[config.mk]
export PLATFORM = sky130hd
export DESIGN_NAME = arj_header_block_checker_unit
export DESIGN_NICKNAME = d
export VERILOG_FILES = /design/src/rtl/arjhdr_pkg.sv /design/src/rtl/arjhdr_parser.sv /design/src/rtl/arj_header_block_checker_unit.sv
export SDC_FILE = /design/constraint.sdc
export NUM_CORES = 1
export LEC_CHECK = 0
export ABC_AREA = 1
export BUFFER_PORTS_ARGS = -buffer_cell sky130_fd_sc_hd__buf_2
export CAP_MARGIN = 20
export CORE_MARGIN = 2
export CORE_UTILIZATION = 60
export CTS_BUF_LIST = sky130_fd_sc_hd__clkbuf_4 sky130_fd_sc_hd__clkbuf_8
export DETAILED_ROUTE_END_ITERATION = 12
export GPL_TIMING_DRIVEN = 0
export HOLD_SLACK_MARGIN = 0.1
export PLACE_DENSITY = 0.78
export SKIP_CTS_REPAIR_TIMING = 1
export SYNTH_ARGS = -nofsm -noshare
export SYNTH_HDL_FRONTEND = slang
export SYNTH_SLANG_ARGS = --single-unit
[constraint.sdc]
create_clock -name clk -period 4.15 [get_ports clk]
set_input_delay 0.2075 -clock clk [delete_from_list [all_inputs] [get_ports clk]]
set_output_delay 0.2075 -clock clk [all_outputs]
set_load 0.005 [all_outputs]
[src/rtl/arjhdr_pkg.sv]
// Package for the ARJ header block checker: parse phases, status codes,
// the parser result struct and the byte-wide CRC-32 update.
// Depends on nothing; used by arjhdr_parser and the top level.
package arjhdr_pkg;

    // Signature bytes of a normal header block.
    localparam logic [7:0] SIG_FIRST = 8'h60;
    localparam logic [7:0] SIG_SECOND = 8'hEA;

    // Reflected CRC-32 polynomial and initial value.
    localparam logic [31:0] CRC_POLY = 32'hEDB88320;
    localparam logic [31:0] CRC_INIT = 32'hFFFFFFFF;

    // Reset values of the length limits.
    localparam logic [15:0] MIN_LEN_RESET = 16'd30;
    localparam logic [15:0] MAX_LEN_RESET = 16'd2600;

    // Configuration register indexes.
    localparam logic CFG_MIN_LEN = 1'b0;
    localparam logic CFG_MAX_LEN = 1'b1;

    typedef enum logic [2:0] {
        PH_SIG0   = 3'd0,
        PH_SIG1   = 3'd1,
        PH_LEN_LO = 3'd2,
        PH_LEN_HI = 3'd3,
        PH_BODY   = 3'd4,
        PH_CRC    = 3'd5
    } phase_t;

    typedef enum logic [1:0] {
        ST_GOOD    = 2'd0,
        ST_TERM    = 2'd1,
        ST_CORRUPT = 2'd2
    } status_t;

    // Result of one processed item.
    typedef struct packed {
        logic        emit;
        status_t     status;
        logic [15:0] length;
    } result_t;

    // One byte through the reflected CRC-32, one bit per step.
    function automatic logic [31:0] crc_byte(input logic [31:0] crc, input logic [7:0] b);
        logic [31:0] c;
        c = crc ^ {24'd0, b};
        for (int k = 0; k < 8; k++)
        begin
            if (c[0])
            begin
                c = (c >> 1) ^ CRC_POLY;
            end
            else
            begin
                c = c >> 1;
            end
        end
        return c;
    endfunction

endpackage

[src/rtl/arjhdr_parser.sv]
// Header block parser: phase state machine, length and CRC registers.
// Processes one byte per enabled cycle. Depends on arjhdr_pkg.
module arjhdr_parser (
    input  logic                  clk,
    input  logic                  rst_n,
    input  logic                  step,
    input  logic [7:0]            data_byte,
    input  logic                  extended_block,
    input  logic [15:0]           min_len,
    input  logic [15:0]           max_len,
    output arjhdr_pkg::result_t   result
);

    arjhdr_pkg::phase_t phase_reg, phase_next;
    logic [15:0] length_reg, length_next;
    logic [15:0] count_reg, count_next;
    logic [31:0] crc_reg, crc_next;
    logic [31:0] rx_crc_reg, rx_crc_next;
    logic        ext_reg, ext_next;

    logic [15:0] full_len;
    logic [15:0] count_inc;
    logic [31:0] rx_crc_merged;

    assign full_len  = {data_byte, length_reg[7:0]};
    assign count_inc = count_reg + 16'd1;

    // Place the incoming CRC byte at its little-endian position.
    always_comb
    begin
        rx_crc_merged = rx_crc_reg;
        case (count_reg[1:0])
            2'd0: rx_crc_merged[7:0]   = rx_crc_reg[7:0]   | data_byte;
            2'd1: rx_crc_merged[15:8]  = rx_crc_reg[15:8]  | data_byte;
            2'd2: rx_crc_merged[23:16] = rx_crc_reg[23:16] | data_byte;
            default: rx_crc_merged[31:24] = rx_crc_reg[31:24] | data_byte;
        endcase
    end

    // Next state and result for the byte in hand.
    always_comb
    begin
        phase_next    = phase_reg;
        length_next   = length_reg;
        count_next    = count_reg;
        crc_next      = crc_reg;
        rx_crc_next   = rx_crc_reg;
        ext_next      = ext_reg;
        result.emit   = 1'b0;
        result.status = arjhdr_pkg::ST_GOOD;
        result.length = 16'd0;
        if (step)
        begin
            case (phase_reg)
                arjhdr_pkg::PH_SIG0:
                begin
                    ext_next = extended_block;
                    if (extended_block)
                    begin
                        length_next = {8'd0, data_byte};
                        phase_next  = arjhdr_pkg::PH_LEN_HI;
                    end
                    else if (data_byte != arjhdr_pkg::SIG_FIRST)
                    begin
                        result.emit   = 1'b1;
                        result.status = arjhdr_pkg::ST_CORRUPT;
                        phase_next    = arjhdr_pkg::PH_SIG0;
                    end
                    else
                    begin
                        phase_next = arjhdr_pkg::PH_SIG1;
                    end
                end
                arjhdr_pkg::PH_SIG1:
                begin
                    if (data_byte != arjhdr_pkg::SIG_SECOND)
                    begin
                        result.emit   = 1'b1;
                        result.status = arjhdr_pkg::ST_CORRUPT;
                        phase_next    = arjhdr_pkg::PH_SIG0;
                    end
                    else
                    begin
                        phase_next = arjhdr_pkg::PH_LEN_LO;
                    end
                end
                arjhdr_pkg::PH_LEN_LO:
                begin
                    length_next = {8'd0, data_byte};
                    phase_next  = arjhdr_pkg::PH_LEN_HI;
                end
                arjhdr_pkg::PH_LEN_HI:
                begin
                    length_next = full_len;
                    if (full_len == 16'd0)
                    begin
                        result.emit   = 1'b1;
                        result.status = arjhdr_pkg::ST_TERM;
                        phase_next    = arjhdr_pkg::PH_SIG0;
                    end
                    else if (!ext_reg && (full_len < min_len || full_len > max_len))
                    begin
                        result.emit   = 1'b1;
                        result.status = arjhdr_pkg::ST_CORRUPT;
                        result.length = full_len;
                        phase_next    = arjhdr_pkg::PH_SIG0;
                    end
                    else
                    begin
                        crc_next    = arjhdr_pkg::CRC_INIT;
                        rx_crc_next = 32'd0;
                        count_next  = 16'd0;
                        phase_next  = arjhdr_pkg::PH_BODY;
                    end
                end
                arjhdr_pkg::PH_BODY:
                begin
                    crc_next = arjhdr_pkg::crc_byte(crc_reg, data_byte);
                    if (count_inc == length_reg)
                    begin
                        count_next = 16'd0;
                        phase_next = arjhdr_pkg::PH_CRC;
                    end
                    else
                    begin
                        count_next = count_inc;
                    end
                end
                arjhdr_pkg::PH_CRC:
                begin
                    rx_crc_next = rx_crc_merged;
                    if (count_reg[1:0] == 2'd3)
                    begin
                        count_next    = 16'd0;
                        result.emit   = 1'b1;
                        result.length = length_reg;
                        if ((crc_reg ^ arjhdr_pkg::CRC_INIT) == rx_crc_merged)
                        begin
                            result.status = arjhdr_pkg::ST_GOOD;
                        end
                        else
                        begin
                            result.status = arjhdr_pkg::ST_CORRUPT;
                        end
                        phase_next    = arjhdr_pkg::PH_SIG0;
                    end
                    else
                    begin
                        count_next = count_inc;
                    end
                end
                default:
                begin
                    phase_next = arjhdr_pkg::PH_SIG0;
                end
            endcase
        end
    end

    // State registers.
    always_ff @(posedge clk or negedge rst_n)
    begin
        if (!rst_n)
        begin
            phase_reg  <= arjhdr_pkg::PH_SIG0;
            length_reg <= 16'd0;
            count_reg  <= 16'd0;
            crc_reg    <= arjhdr_pkg::CRC_INIT;
            rx_crc_reg <= 32'd0;
            ext_reg    <= 1'b0;
        end
        else
        begin
            phase_reg  <= phase_next;
            length_reg <= length_next;
            count_reg  <= count_next;
            crc_reg    <= crc_next;
            rx_crc_reg <= rx_crc_next;
            ext_reg    <= ext_next;
        end
    end

endmodule

[src/rtl/arj_header_block_checker_unit.sv]
// Top level of the ARJ header block checker: input register, result
// register, length limit registers. Depends on arjhdr_pkg and arjhdr_parser.
//
// The checker takes one header-stream byte per cycle while in_stall is low
// and gives at most one result per byte: block good, zero-length terminator,
// or corrupt, with the block's length field. A byte passes the input
// register, then the result register, on its way to its result; throughput
// is one item per cycle, set by the byte-wide CRC-32 update in the parser.
// in_stall rises only while a byte waits in the input register behind a
// result that the downstream side has not yet taken. Length limits are
// written through the cfg port (index 0 minimum, index 1 maximum) and
// apply only to normal, signed blocks.
module arj_header_block_checker_unit (
    input  logic        clk,
    input  logic        rst_n,
    // Input items.
    input  logic        in_valid,
    output logic        in_stall,
    input  logic [7:0]  data_byte,
    input  logic        extended_block,
    // Result items.
    output logic        out_valid,
    input  logic        out_stall,
    output logic [1:0]  block_status,
    output logic [15:0] block_length,
    // Configuration writes.
    input  logic        cfg_valid,
    output logic        cfg_ready,
    input  logic        cfg_index,
    input  logic [15:0] cfg_data
);

    logic        s1_valid_reg;
    logic [7:0]  s1_byte_reg;
    logic        s1_ext_reg;
    logic        out_valid_reg;
    logic [1:0]  status_reg;
    logic [15:0] length_reg;
    logic [15:0] min_len_reg;
    logic [15:0] max_len_reg;
    logic        advance;
    logic        step;
    logic        in_take;
    arjhdr_pkg::result_t result;

    // The result register can take a new value when empty or being drained.
    assign advance   = !out_valid_reg || !out_stall;
    assign step      = s1_valid_reg && advance;
    assign in_stall  = s1_valid_reg && !advance;
    assign in_take   = in_valid && !in_stall;
    assign cfg_ready = 1'b1;

    // Input register.
    always_ff @(posedge clk or negedge rst_n)
    begin
        if (!rst_n)
        begin
            s1_valid_reg <= 1'b0;
        end
        else if (!in_stall)
        begin
            s1_valid_reg <= in_valid;
        end
    end

    always_ff @(posedge clk)
    begin
        if (in_take)
        begin
            s1_byte_reg <= data_byte;
            s1_ext_reg  <= extended_block;
        end
    end

    // Length limit registers.
    always_ff @(posedge clk or negedge rst_n)
    begin
        if (!rst_n)
        begin
            min_len_reg <= arjhdr_pkg::MIN_LEN_RESET;
            max_len_reg <= arjhdr_pkg::MAX_LEN_RESET;
        end
        else if (cfg_valid && cfg_ready)
        begin
            case (cfg_index)
                arjhdr_pkg::CFG_MIN_LEN: min_len_reg <= cfg_data;
                arjhdr_pkg::CFG_MAX_LEN: max_len_reg <= cfg_data;
                default: ;
            endcase
        end
    end

    arjhdr_parser u_parser (
        .clk            (clk),
        .rst_n          (rst_n),
        .step           (step),
        .data_byte      (s1_byte_reg),
        .extended_block (s1_ext_reg),
        .min_len        (min_len_reg),
        .max_len        (max_len_reg),
        .result         (result)
    );

    // Result register.
    always_ff @(posedge clk or negedge rst_n)
    begin
        if (!rst_n)
        begin
            out_valid_reg <= 1'b0;
        end
        else if (advance)
        begin
            out_valid_reg <= result.emit;
        end
    end

    always_ff @(posedge clk)
    begin
        if (advance && result.emit)
        begin
            status_reg <= result.status;
            length_reg <= result.length;
        end
    end

    assign out_valid    = out_valid_reg;
    assign block_status = status_reg;
    assign block_length = length_reg;

`ifndef SYNTHESIS
    // A stall toward the source is only raised with an item held inside.
    a_stall_held: assert property (@(posedge clk) disable iff (!rst_n)
        in_stall |-> s1_valid_reg)
        else $error("input stalled with an empty input register");

    // The parser reports only for an item that is being processed.
    a_emit_step: assert property (@(posedge clk) disable iff (!rst_n)
        result.emit |-> step)
        else $error("parser result without a processed item");

    // A terminator always carries a zero length.
    a_term_len: assert property (@(posedge clk) disable iff (!rst_n)
        (step && result.emit && result.status == arjhdr_pkg::ST_TERM)
        |=> (out_valid && block_length == 16'd0))
        else $error("terminator result with a nonzero length");
`endif

endmodule
Word level (Yosys, flattened, before mapping)
Index checks and enable logic that the tools add are counted.
- add/sub/neg operators: 1
- order comparisons: 2
- eq/ne operators: 17
- muxes and demuxes: 58
- bitwise operators: 16
- reduce and logical (&&, ||, !) cells: 30
- operators with widths (kind ; count):
    2-to-1 mux 32 bit ; 26
    case mux 32 bit (2 select lines) ; 2
    inverter 13 -> 14 bit ; 8
    2-to-1 mux 16 bit ; 6
    case mux 16 bit (3 select lines) ; 2
    2-to-1 mux 19 bit ; 3
    == test 32 bit ; 1
    2-to-1 mux 8 bit ; 4
    inverter 32 bit ; 1
    OR 8 bit ; 4
    case mux 16 bit (2 select lines) ; 1
    bitwise XOR 32 x 8 -> 32 bit ; 1
    2-to-1 mux 3 bit ; 8
    case mux 3 bit (6 select lines) ; 1
    adder 16 x 1 -> 16 bit, second input constant ; 1
    == test 16 bit ; 1
    greater-than comparator 16 bit ; 1
    logical NOT 16 bit ; 1
    < comparator 16 bit ; 1
    AND reduction 4 bit ; 4
    case mux 3 bit (4 select lines) ; 1
    != test 8 x 7 -> 1 bit, second input constant ; 1
    != test 8 bit, second input constant ; 1
    == test 3 x 2 -> 1 bit, second input constant ; 2
    other kinds (19) ; 42
- register bits after elaboration: 161

Depth between registers and ports, before layout
Gate-level depths: netlist of run 1.
- depth in word-level cells: 32
- depth in mapped cells: 21
- depth with buffers taken out: 20

Modules after synthesis
Synthesis of run 1 repeated with hierarchy kept, for this count alone.
- cell total of the unflattened synthesis: 1241
- area, all modules: 9734.3 µm²
- modules (own cells, without submodules) (module ; times used ; cells each ; area an instance (µm²) ; seq. area each (µm²)):
    arjhdr_parser ; 1 ; 1057 ; 7482.2 ; 2542.4
    arj_header_block_checker_unit ; 1 ; 184 ; 2252.2 ; 1671.6

Least setup slack after synthesis of run 1
OpenSTA, ideal clock, no wires.
- kind: flip-flop to flip-flop
- from: register max_len_reg[11]
- to: register length_reg[0], in the netlist block_length[0], enable pin
- arrival time: 2.055 ns
- required time: 3.777 ns
- path slack: 1.722 ns
- cell stages (with the launch flop): 15
- cells stage by stage: dfstp_2 inv_1 ha_1 nand4_1 nor3_1 nand2_1 nand2_1 nand2_1 nand2_1 nand3_1 nand2_2 inv_2 nand2_1 nand2_1 inv_1
- longest elaborated chain between the ends: 8
- RTL lines (item ; RTL line ; source):
    start, declared ; arj_header_block_checker_unit.sv:40 ; logic [15:0] max_len_reg;
    start signal, assigned ; arj_header_block_checker_unit.sv:81 ; max_len_reg <= arjhdr_pkg::MAX_LEN_RESET;
    start signal, assigned ; arj_header_block_checker_unit.sv:87 ; arjhdr_pkg::CFG_MAX_LEN: max_len_reg <= cfg_data;
    greater-than comparator 16 bit ; arjhdr_parser.sv:101 ; else if (!ext_reg && (full_len < min_len || full_len > max_len))
    logical OR 1 bit ; arjhdr_parser.sv:101 ;
    logical AND 1 bit ; arjhdr_parser.sv:101 ;
    2-to-1 mux 19 bit ; arjhdr_parser.sv:101 ;
    2-to-1 mux 3 bit ; arjhdr_parser.sv:95 ; if (full_len == 16'd0)
    case mux 3 bit (4 select lines) ; arjhdr_parser.sv:54 ; case (phase_reg)
    2-to-1 mux 19 bit ; arjhdr_parser.sv:52 ; if (step)
    logical AND 1 bit ; arj_header_block_checker_unit.sv:119 ; if (advance && result.emit)
    end signal, assigned ; arj_header_block_checker_unit.sv:122 ; length_reg <= result.length;
    end, declared ; arj_header_block_checker_unit.sv:38 ; logic [15:0] length_reg;
No other way between the ends.
A chain may end at the register's enable or synchronous reset.

Worst setup path in the final report of run 1
- from: register max_len_reg[11]
- to: register length_reg[2], in the netlist block_length[2], enable pin
Same word-level chain as after synthesis.

==> results of run 1 <==
[per-layer routing]
layer / global-route usage (%) / up-vias / part of all wire (%)
li1: - / 4319 / -
met1: 40.6 / 4135 / 42
met2: 49.7 / 312 / 49
met3: 4.06 / 68 / 5.3
met4: 11.4 / 0 / 3.0
met5: 0 / - / 0
[layout make-up]
| class | count | area share, % |
|---|---|---|
| buffer | 53 | 2.47 |
| clock buffer | 20 | 2.36 |
| clock inverter | 12 | 0.776 |
| inverter | 130 | 4.39 |
| multi-input combinational | 938 | 44.6 |
| sequential | 161 | 37.9 |
| tap | 220 | 2.47 |
| timing repair buffer | 79 | 5.07 |
[power breakdown]
group	leakage, nW	total (mW)	switching [mW]	internal [mW]
Combinational	3.25	3.15	1.99	1.15
Sequential	1.93	2.51	0.386	2.12
Clock	0.176	1.07	0.623	0.444
[cell usage in the layout (no fill, tap or decap), types with 4 or more instances in the layout]
cell type	synthesis	routed
nand4_1	17	17
nand2_2	7	7
nor3_1	10	10
nor2_4	4	4
nand3_1	67	67
xor2_1	48	48
ha_1	37	37
buf_2	14	63
inv_1	119	119
dlygate4sd3_1	0	28
nor2_2	7	7
o21ai_0	125	125
dfrtp_1	94	94
clkinv_2	0	4
xnor2_1	27	27
inv_2	11	11
nor2_1	92	92
nand2_1	370	370
buf_4	5	5
clkbuf_1	26	26
o21ai_1	9	9
buf_6	5	6
edfxtp_1	27	27
a21oi_1	82	82
dfstp_2	40	40
clkbuf_8	0	18
[cells by family (layout without fill, tap and decap cells)]
family | Yosys count | in the layout
xor+xnor | 84 | 84
flops | 161 | 161
mux | 1 | 1
compound gates | 225 | 225
fa+ha+maj | 37 | 37
other cells | 1 | 1
buf+inv | 183 | 294
simple gates | 590 | 590
[stage by stage]
step	hold slack, ns	utilization, %
after global placement	0.385	63.8
after CTS	-0.242	66.1
final	0.140	67.8
after global routing	0.201	67.8
after detailed placement	0.256	64.0
after floorplan	-0.0881	-
[final timing paths]
path | startpoint | end | cells after the start
max in group asynchronous | rst_n | u_parser.crc_reg[23] | 3
worst max register to register | max_len_reg[11] | block_length[2] | 14
worst max-delay path | max_len_reg[11] | block_length[2] | 14
worst min register to register | u_parser.crc_reg[27] | u_parser.crc_reg[27] | 2
worst min-delay path | cfg_valid | max_len_reg[0] | 4
min in group asynchronous | rst_n | max_len_reg[2] | 2
[worst reg2reg max path: cells and delay by family (launching register included)]
family,cells,cell delay [ns]
and+or+nand+nor,10,1.21
buffers and inverters,3,0.72
DFF,1,0.55
adders and majority gates,1,0.31
==> impl_metrics.yaml, run 1 <==
job:
  cap_violations: 0
timing:
  finalCritPeriodShare_pct: 75.9
  setup_violations: 0
  slew_headroom_pct: 46.8
  rsz0062_at_grt: "no"
  worst_pin_slew_ns: 0.797
  max_freq_mhz: 317
  setup_slack_ns: 1.00
  hold_viol: 0
  timing.final.max_slew_violations: 0
  skew_ns: 0.0142
  finalSetupTns_ns: 0
  min_period_ns: 3.15
clocking:
  clockBufferDepth: 2
  cts-root-buf: "clkbuf_8"
  cts_tree: "yes"
  clk_pin_slew_ns: 0.09
  htreeDepth: 4
  cts.sinks: 161
  clock_latency_ns: 0.48
  numCtsBuffers: 17
placed_design:
  place_hpwl_um: 18500
  dpl_worst_slack_ns: 1.07
  dpl.cell_count: 1553
  postPlaceCellArea_mm2: 0.0105
  gp_congestion: 0.902
  portBuffers: 50
critical_path:
  worstPathCellList: "inv_1 > ha_1 > nand4_1 > nor3_1 > nand2_1 > nand2_1 > nand2_1 > nand2_1 > nand3_1 > nand2_2 > inv_2 > nand2_1 > nand2_1 > inv_1"
  crit_family: "simple AND/OR/NAND/NOR gates"
  path_class: "reg2reg"
  cp_max_fo: 18
  reg2reg_slack_ns: 1.00
  critPathCaptureType: "register"
  crit_path_max_incr_delay_ns: 0.61
  worstPathRequired_ns: 4.25
  arrival_ns: 3.25
  crit_buf_inv: 3
  cpMostUsedCell: "nand2_1"
  critPathSlowestCell: "inv_1"
  start_kind: "register"
die:
  die_area_mm2: 0.0176
  die_h_um: 133
  io_pins: 52
  core.rowCount: 47
  initial_core_util_pct: 60.6
  die_x_um: 133
  core_area_mm2: 0.0164
layout:
  seqCellArea_mm2: 0.00421
  antenna_cells: 0
  layout-drive-gt1-share_pct: 14.3
  nFillCells: 1388
  fin_cells: 1613
  multiInputGateArea_mm2: 0.00496
  area_growth_pct: 12.0
  post-route-cell-area_mm2: 0.0111
  nets: 1448
global_routing:
  antenna_found_initial: 0
  overflow: 0
  grt_max_degree: 70
  grt_pass1_wl_um: 42000
  grtUsageTotal_pct: 30.1
  grt_pass1_vias: 8312
synth:
  avgSynthCellArea_um2: 7.75
  ys_warn_count: 0
  synthesis.nets: 1350
  yosysTopAreaCell: "dfrtp_1"
  synth_common_cells: "370 x nand2_1, 125 x o21ai_0, 119 x inv_1"
  synth_fa_ha_area_share_pct: 4.66
  synth_mux_area_share_pct: 0.113
  synth_simple_gate_area_share_pct: 25.1
  synth_compound_area_share_pct: 11.6
  synthTopCellsByArea: "dfrtp_1 24%, nand2_1 14%, dfstp_2 11%"
  ys_seq_elements: 161
  synth_top_family_by_area: "simple AND/OR/NAND/NOR gates"
  synth_area_mm2: 0.00994
  async_reset_ff_share_pct: 83.2
  yosysUniqueCellTypes: 44
  ys.flop_type: "dfrtp_1"
  yosysMostFrequentCell: "nand2_1"
  synth_edf_count: 27
  yosysSeqAreaShare_pct: 42.4
  yosys.area.top_type_share_pct: 23.7
  syn_inst: 1282
  synth_xor_area_share_pct: 8.42
power:
  finalPower_mw: 6.72
  p_leak_nw: 5.36
  powerDensity_mw_per_mm2: 604
  irDropWorstVdd_v: 0.000675
routing:
  drt_iter0_markers: 797
  finalWirelength_um: 26100
  via_per_inst: 5.48
  drc: 0
  ant_nets: 0
  drtPass1Iterations: 6
  dr_total_vias: 8834
  wl_per_cell_um: 16.2
outcome:
  status: "finished clean"
worst_hold_path:
  hp-class: "in2reg"
No activity file was read; power rests on OpenSTA's default activity.
==> run 2, diff against run 1 <==
--- a/config.mk
+++ b/config.mk
@@ -9,12 +9,12 @@
 export BUFFER_PORTS_ARGS = -buffer_cell sky130_fd_sc_hd__buf_2
 export CAP_MARGIN = 20
 export CORE_MARGIN = 2
-export CORE_UTILIZATION = 60
+export CORE_UTILIZATION = 58
 export CTS_BUF_LIST = sky130_fd_sc_hd__clkbuf_4 sky130_fd_sc_hd__clkbuf_8
 export DETAILED_ROUTE_END_ITERATION = 12
 export GPL_TIMING_DRIVEN = 0
 export HOLD_SLACK_MARGIN = 0.1
-export PLACE_DENSITY = 0.78
+export PLACE_DENSITY = 0.79
 export SKIP_CTS_REPAIR_TIMING = 1
 export SYNTH_ARGS = -nofsm -noshare
 export SYNTH_HDL_FRONTEND = slang
==> constraint.sdc (replaced) <==
create_clock -name clk -period 2.8 [get_ports clk]
set_input_delay 0.14 -clock clk [delete_from_list [all_inputs] [get_ports clk]]
set_output_delay 0.14 -clock clk [all_outputs]
set_load 0.005 [all_outputs]
==> run 2 against run 1 <==
Net effect:
- global-route usage decreased by 0.60 points
- sequential cell count unchanged
- count of clock-buffer cells in the layout is 2 higher
- clock skew about the same
- final cell count rose by 0.19%
- sequential share of layout area shrank 0.56 points
- design area grew 1.5%
- critical endpoint is now block_length[3]
- largest cell class unchanged
==> impl_metrics.yaml, run 2 (same netlist as run 1, synthesis figures left out) <==
outcome:
  status: "finished clean"
routing:
  drtPass1Iterations: 5
  finalWirelength_um: 26400
  dr_total_vias: 8967
  drt_iter0_markers: 759
  drc: 0
  wl_per_cell_um: 16.3
  via_per_inst: 5.55
  ant_nets: 0
timing:
  rsz0062_at_grt: "no"
  finalCritPeriodShare_pct: 95.8
  hold_ws_ns: 0.101
  hold_viol: 0
  timing.final.max_slew_violations: 0
  skew_ns: 0.0147
  min_period_ns: 2.68
  slew_headroom_pct: 39.7
  setup_violations: 0
  max_freq_mhz: 373
  worst_pin_slew_ns: 0.895
die:
  core_area_mm2: 0.0166
  die_area_mm2: 0.0182
  die_x_um: 135
  io_pins: 52
  initial_core_util_pct: 59.7
  die_h_um: 135
  core.rowCount: 47
power:
  p_leak_nw: 5.42
  p_switching_mw: 4.51
  p_seq_share_pct: 35.8
  p_clk_share_pct: 18.5
  p_int_mw: 5.90
  finalPower_mw: 10.4
  swShare_pct: 43.4
  powerDensity_mw_per_mm2: 922
  irDropWorstVdd_v: 0.000879
  combPwrFrac_pct: 45.7
critical_path:
  crit_path_max_incr_delay_ns: 0.55
  worstPathRequired_ns: 3.04
  arrival_ns: 2.93
  critPathSlowestCell: "dfstp_2"
  path_class: "reg2reg"
  cpMostUsedCell: "nand2_1"
  cp_max_fo: 18
  worstPathCellList: "inv_1 > ha_1 > a21oi_1 > o21ai_0 > a21oi_1 > nand2_1 > nand2_1 > nand2_1 > nand3_1 > nand2_2 > inv_2 > nand2_1 > nand2_2 > clkinvlp_4 > buf_12"
  critPathCaptureType: "register"
  start_kind: "register"
layout:
  nFillCells: 1342
  final_cell_mix: "369 x nand2_1, 125 x o21ai_0, 118 x inv_1"
  seqCellArea_mm2: 0.00422
  nets: 1450
  area_growth_pct: 13.7
  layout-drive-gt1-share_pct: 15.0
  multiInputGateArea_mm2: 0.00498
  final_common_cell: "nand2_1"
global_routing:
  antenna_found_initial: 1
  grtUsageTotal_pct: 29.5
  grt_pass1_vias: 8348
  grt_max_degree: 75
  overflow: 0
  grt_pass1_wl_um: 41800
clocking:
  htreeDepth: 4
  clk_pin_slew_ns: 0.09
  cts-root-buf: "clkbuf_8"
  cts_tree: "yes"
  cts.sinks: 161
  clock_latency_ns: 0.49
  numCtsBuffers: 17
  clockBufferDepth: 2
placed_design:
  portBuffers: 50
  place_hpwl_um: 18400
  gp_congestion: 0.941
job:
  cap_violations: 0
worst_hold_path:
  hp-class: "in2reg"
==> run 2: final timing paths <==
| path | slack (ns) | cells after the start | start | end |
|---|---|---|---|---|
| max in group asynchronous | 1.76 | 3 | rst_n | u_parser.crc_reg[12] |
| min in group asynchronous | 0.20 | 2 | rst_n | min_len_reg[6] |
| min reg2reg | 0.48 | 2 | u_parser.crc_reg[24] | u_parser.crc_reg[24] |
| max | 0.12 | 15 | max_len_reg[11] | block_length[3] |
| max reg2reg | 0.12 | 15 | max_len_reg[11] | block_length[3] |
| min | 0.10 | 5 | cfg_index | min_len_reg[0] |
==> run 2: power groups by stage <==
stage	clock, mW	sequential (mW)	combinational, mW
floorplan	0	3.59	3.50
detailed placement	0	3.75	4.54
global placement	0	3.74	4.40
global route	2.05	3.78	5.27
CTS	1.95	3.71	4.59
finish	1.93	3.72	4.76
==> run 2: critical path, delay by kind of cell (launching register included) <==
| kind | cells | cell delay, ns |
|---|---|---|
| buffers and inverters | 4 | 0.43 |
| AO/OA/AOI/OAI | 3 | 0.44 |
| adder cells (fa/ha/maj) | 1 | 0.31 |
| AND/OR/NAND/NOR | 7 | 0.70 |
| flip-flops | 1 | 0.55 |
==> run 2: metal layers <==
| metal | vias to the layer above | part of all wire, % | global-route usage, % |
|---|---|---|---|
| li1 | 4327 | - | - |
| met1 | 4199 | 42 | 39.1 |
| met2 | 358 | 48 | 47.6 |
| met3 | 83 | 6.6 | 4.92 |
| met4 | 0 | 3.9 | 13.5 |
| met5 | - | 0 | 0 |
==> run 2: metrics by stage <==
| step | util [%] | instance area [µm²] | setup slack [ns] | TNS [ns] | cells |
|---|---|---|---|---|---|
| floorplan | - | 9940 | 0.372 | 0 | 1282 |
| global placement | 62.9 | 10500 | -0.298 | -31.65 | 1552 |
| detailed placement | 63.1 | 10500 | -0.270 | -4.85 | 1553 |
| CTS | 65.8 | 10900 | -0.300 | -5.33 | 1585 |
| global route | 67.9 | 11300 | 0.0125 | 0 | 1616 |
| finish | 67.9 | 11300 | 0.117 | 0 | 1616 |
==> run 2: final cells by class <==
| type | instances | share of cell area [%] |
|---|---|---|
| Inverter | 130 | 4.35 |
| Multi-Input combinational cell | 938 | 44.1 |
| Antenna cell | 1 | 0.0222 |
| Buffer | 50 | 2.36 |
| Sequential cell | 161 | 37.3 |
| Tap cell | 220 | 2.44 |
| Clock inverter | 10 | 1.32 |
| Timing Repair Buffer | 84 | 5.48 |
| Clock buffer | 22 | 2.62 |
==> run 3, diff against run 2 <==
==> constraint.sdc (replaced) <==
create_clock -name clk -period 2.8 [get_ports clk]
set_input_delay 0.56 -clock clk [delete_from_list [all_inputs] [get_ports clk]]
set_output_delay 0.56 -clock clk [all_outputs]
set_load 0.005 [all_outputs]
==> run 3 against run 2 <==
Net effect:
- design area is 2.6% lower
- maximum frequency grew 1.4%
- clock power about the same
- die area is the same
- utilization shrank 1.8 points
- critical endpoint unchanged
- count of clock-buffer cells in the layout unchanged
- critical path depth is the same
- final cell count is 1.9% lower
- clock skew about the same
- power fell by 0.50%
- via count down 1.8%
==> impl_metrics.yaml, run 3 (same netlist as run 1, synthesis figures left out) <==
timing:
  hold_viol: 0
  hold_ws_ns: 0.249
  finalSetupTns_ns: 0
  setup_violations: 0
  slew_headroom_pct: 39.3
  timing.final.max_slew_violations: 0
  rsz0062_at_grt: "no"
  finalCritPeriodShare_pct: 94.5
  max_freq_mhz: 378
  min_period_ns: 2.65
  worst_pin_slew_ns: 0.901
  skew_ns: 0.0148
placed_design:
  postPlaceCellArea_mm2: 0.0105
  portBuffers: 50
  place_hpwl_um: 18400
  gp_congestion: 0.941
global_routing:
  overflow: 0
  grtUsageTotal_pct: 29.5
  antenna_found_initial: 0
  grt_pass1_vias: 8348
  grt_pass1_wl_um: 41800
  grt_max_degree: 75
clocking:
  clk_pin_slew_ns: 0.09
  cts_tree: "yes"
  htreeDepth: 4
  clock_latency_ns: 0.48
  cts-root-buf: "clkbuf_8"
  cts.sinks: 161
  numCtsBuffers: 17
  clockBufferDepth: 2
routing:
  finalWirelength_um: 25400
  drtPass1Iterations: 5
  drt_iter0_markers: 649
  wl_per_cell_um: 16.0
  drc: 0
  ant_nets: 0
  dr_total_vias: 8806
  via_per_inst: 5.55
layout:
  final_cell_mix: "369 x nand2_1, 125 x o21ai_0, 118 x inv_1"
  post-route-cell-area_mm2: 0.0110
  multiInputGateArea_mm2: 0.00498
  seqCellArea_mm2: 0.00422
  antenna_cells: 0
  nFillCells: 1401
  area_growth_pct: 10.7
  layout-drive-gt1-share_pct: 15.3
  final_common_cell: "nand2_1"
  nets: 1421
die:
  core_area_mm2: 0.0166
  core.rowCount: 47
  io_pins: 52
  die_x_um: 135
  die_area_mm2: 0.0182
  initial_core_util_pct: 59.7
  die_h_um: 135
power:
  finalPower_mw: 10.4
  powerDensity_mw_per_mm2: 941
  p_leak_nw: 5.30
  irDropWorstVdd_v: 0.000880
outcome:
  status: "finished clean"
critical_path:
  cp_max_fo: 18
  worstPathRequired_ns: 3.04
  r2r_start: "max_len_reg[9]"
  arrival_ns: 2.89
  critPathCaptureType: "register"
  start_kind: "register"
  crit_start: "max_len_reg[9]"
  path_class: "reg2reg"
job:
  cap_violations: 0
worst_hold_path:
  holdCritStartpoint: "data_byte[5]"
  hp-class: "in2reg"
[run 3: cell types whose count changed in the layout (fill, tap and decap cells not counted), sizes merged]
cell and change:
diode -1, dlygate4sd3 -29
[run 3: path summary, 6_finish.rpt]
kind | cells past startpoint | slack, ns | endpoint
setup / recovery | 15 | 0.15 | block_length[3]
hold / removal | 1 | 0.25 | s1_byte_reg[5]
setup reg to reg | 15 | 0.15 | block_length[3]
hold reg to reg | 2 | 0.49 | u_parser.crc_reg[24]
max in group asynchronous | 3 | 1.36 | u_parser.crc_reg[15]
min in group asynchronous | 2 | 0.62 | max_len_reg[1]
[run 3: critical path, cell delays in order, from the launching register on]
cell and delay, ns:
dfstp_2 0.54, inv_1 0.05, ha_1 0.29, a21oi_1 0.14
o21ai_0 0.09, a21oi_1 0.20, nand2_1 0.08, nand2_1 0.08
nand2_1 0.11, nand3_1 0.11, nand2_2 0.16, inv_2 0.11
nand2_1 0.06, nand2_2 0.12, clkinvlp_4 0.12, buf_12 0.16
[run 3: routing by layer]
metal / GRT usage, % / share of wire, % / vias up
met1: 39.1 / 43 / 4120
met3: 4.92 / 6.1 / 79
met2: 47.6 / 47 / 337
met4: 13.5 / 3.8 / 0
li1: - / - / 4270
met5: 0 / 0 / -
[run 3: where the power goes]
part | leakage (nW) | internal [mW] | switching (mW)
Clock | 0.220 | 0.997 | 0.929
Combinational | 3.15 | 1.73 | 2.98
Sequential | 1.93 | 3.14 | 0.580
Total | 5.30 | 5.87 | 4.49
[run 3: area by class of cell]
type                            count  area share [%]
Multi-Input combinational cell    938            45.3
Sequential cell                   161            38.3
Inverter                          130            4.47
Timing Repair Buffer               55            2.99
Clock buffer                       22            2.69
Tap cell                          220            2.50
Buffer                             50            2.42
Clock inverter                     10            1.35
[run 3: stage by stage]
step	setup WS, ns	util [%]	instances
after floorplan	0.372	-	1282
after global placement	-0.718	62.9	1552
after detailed placement	-0.270	63.1	1553
after CTS	-0.300	65.8	1585
after global routing	0.0275	66.1	1586
final	0.154	66.1	1586
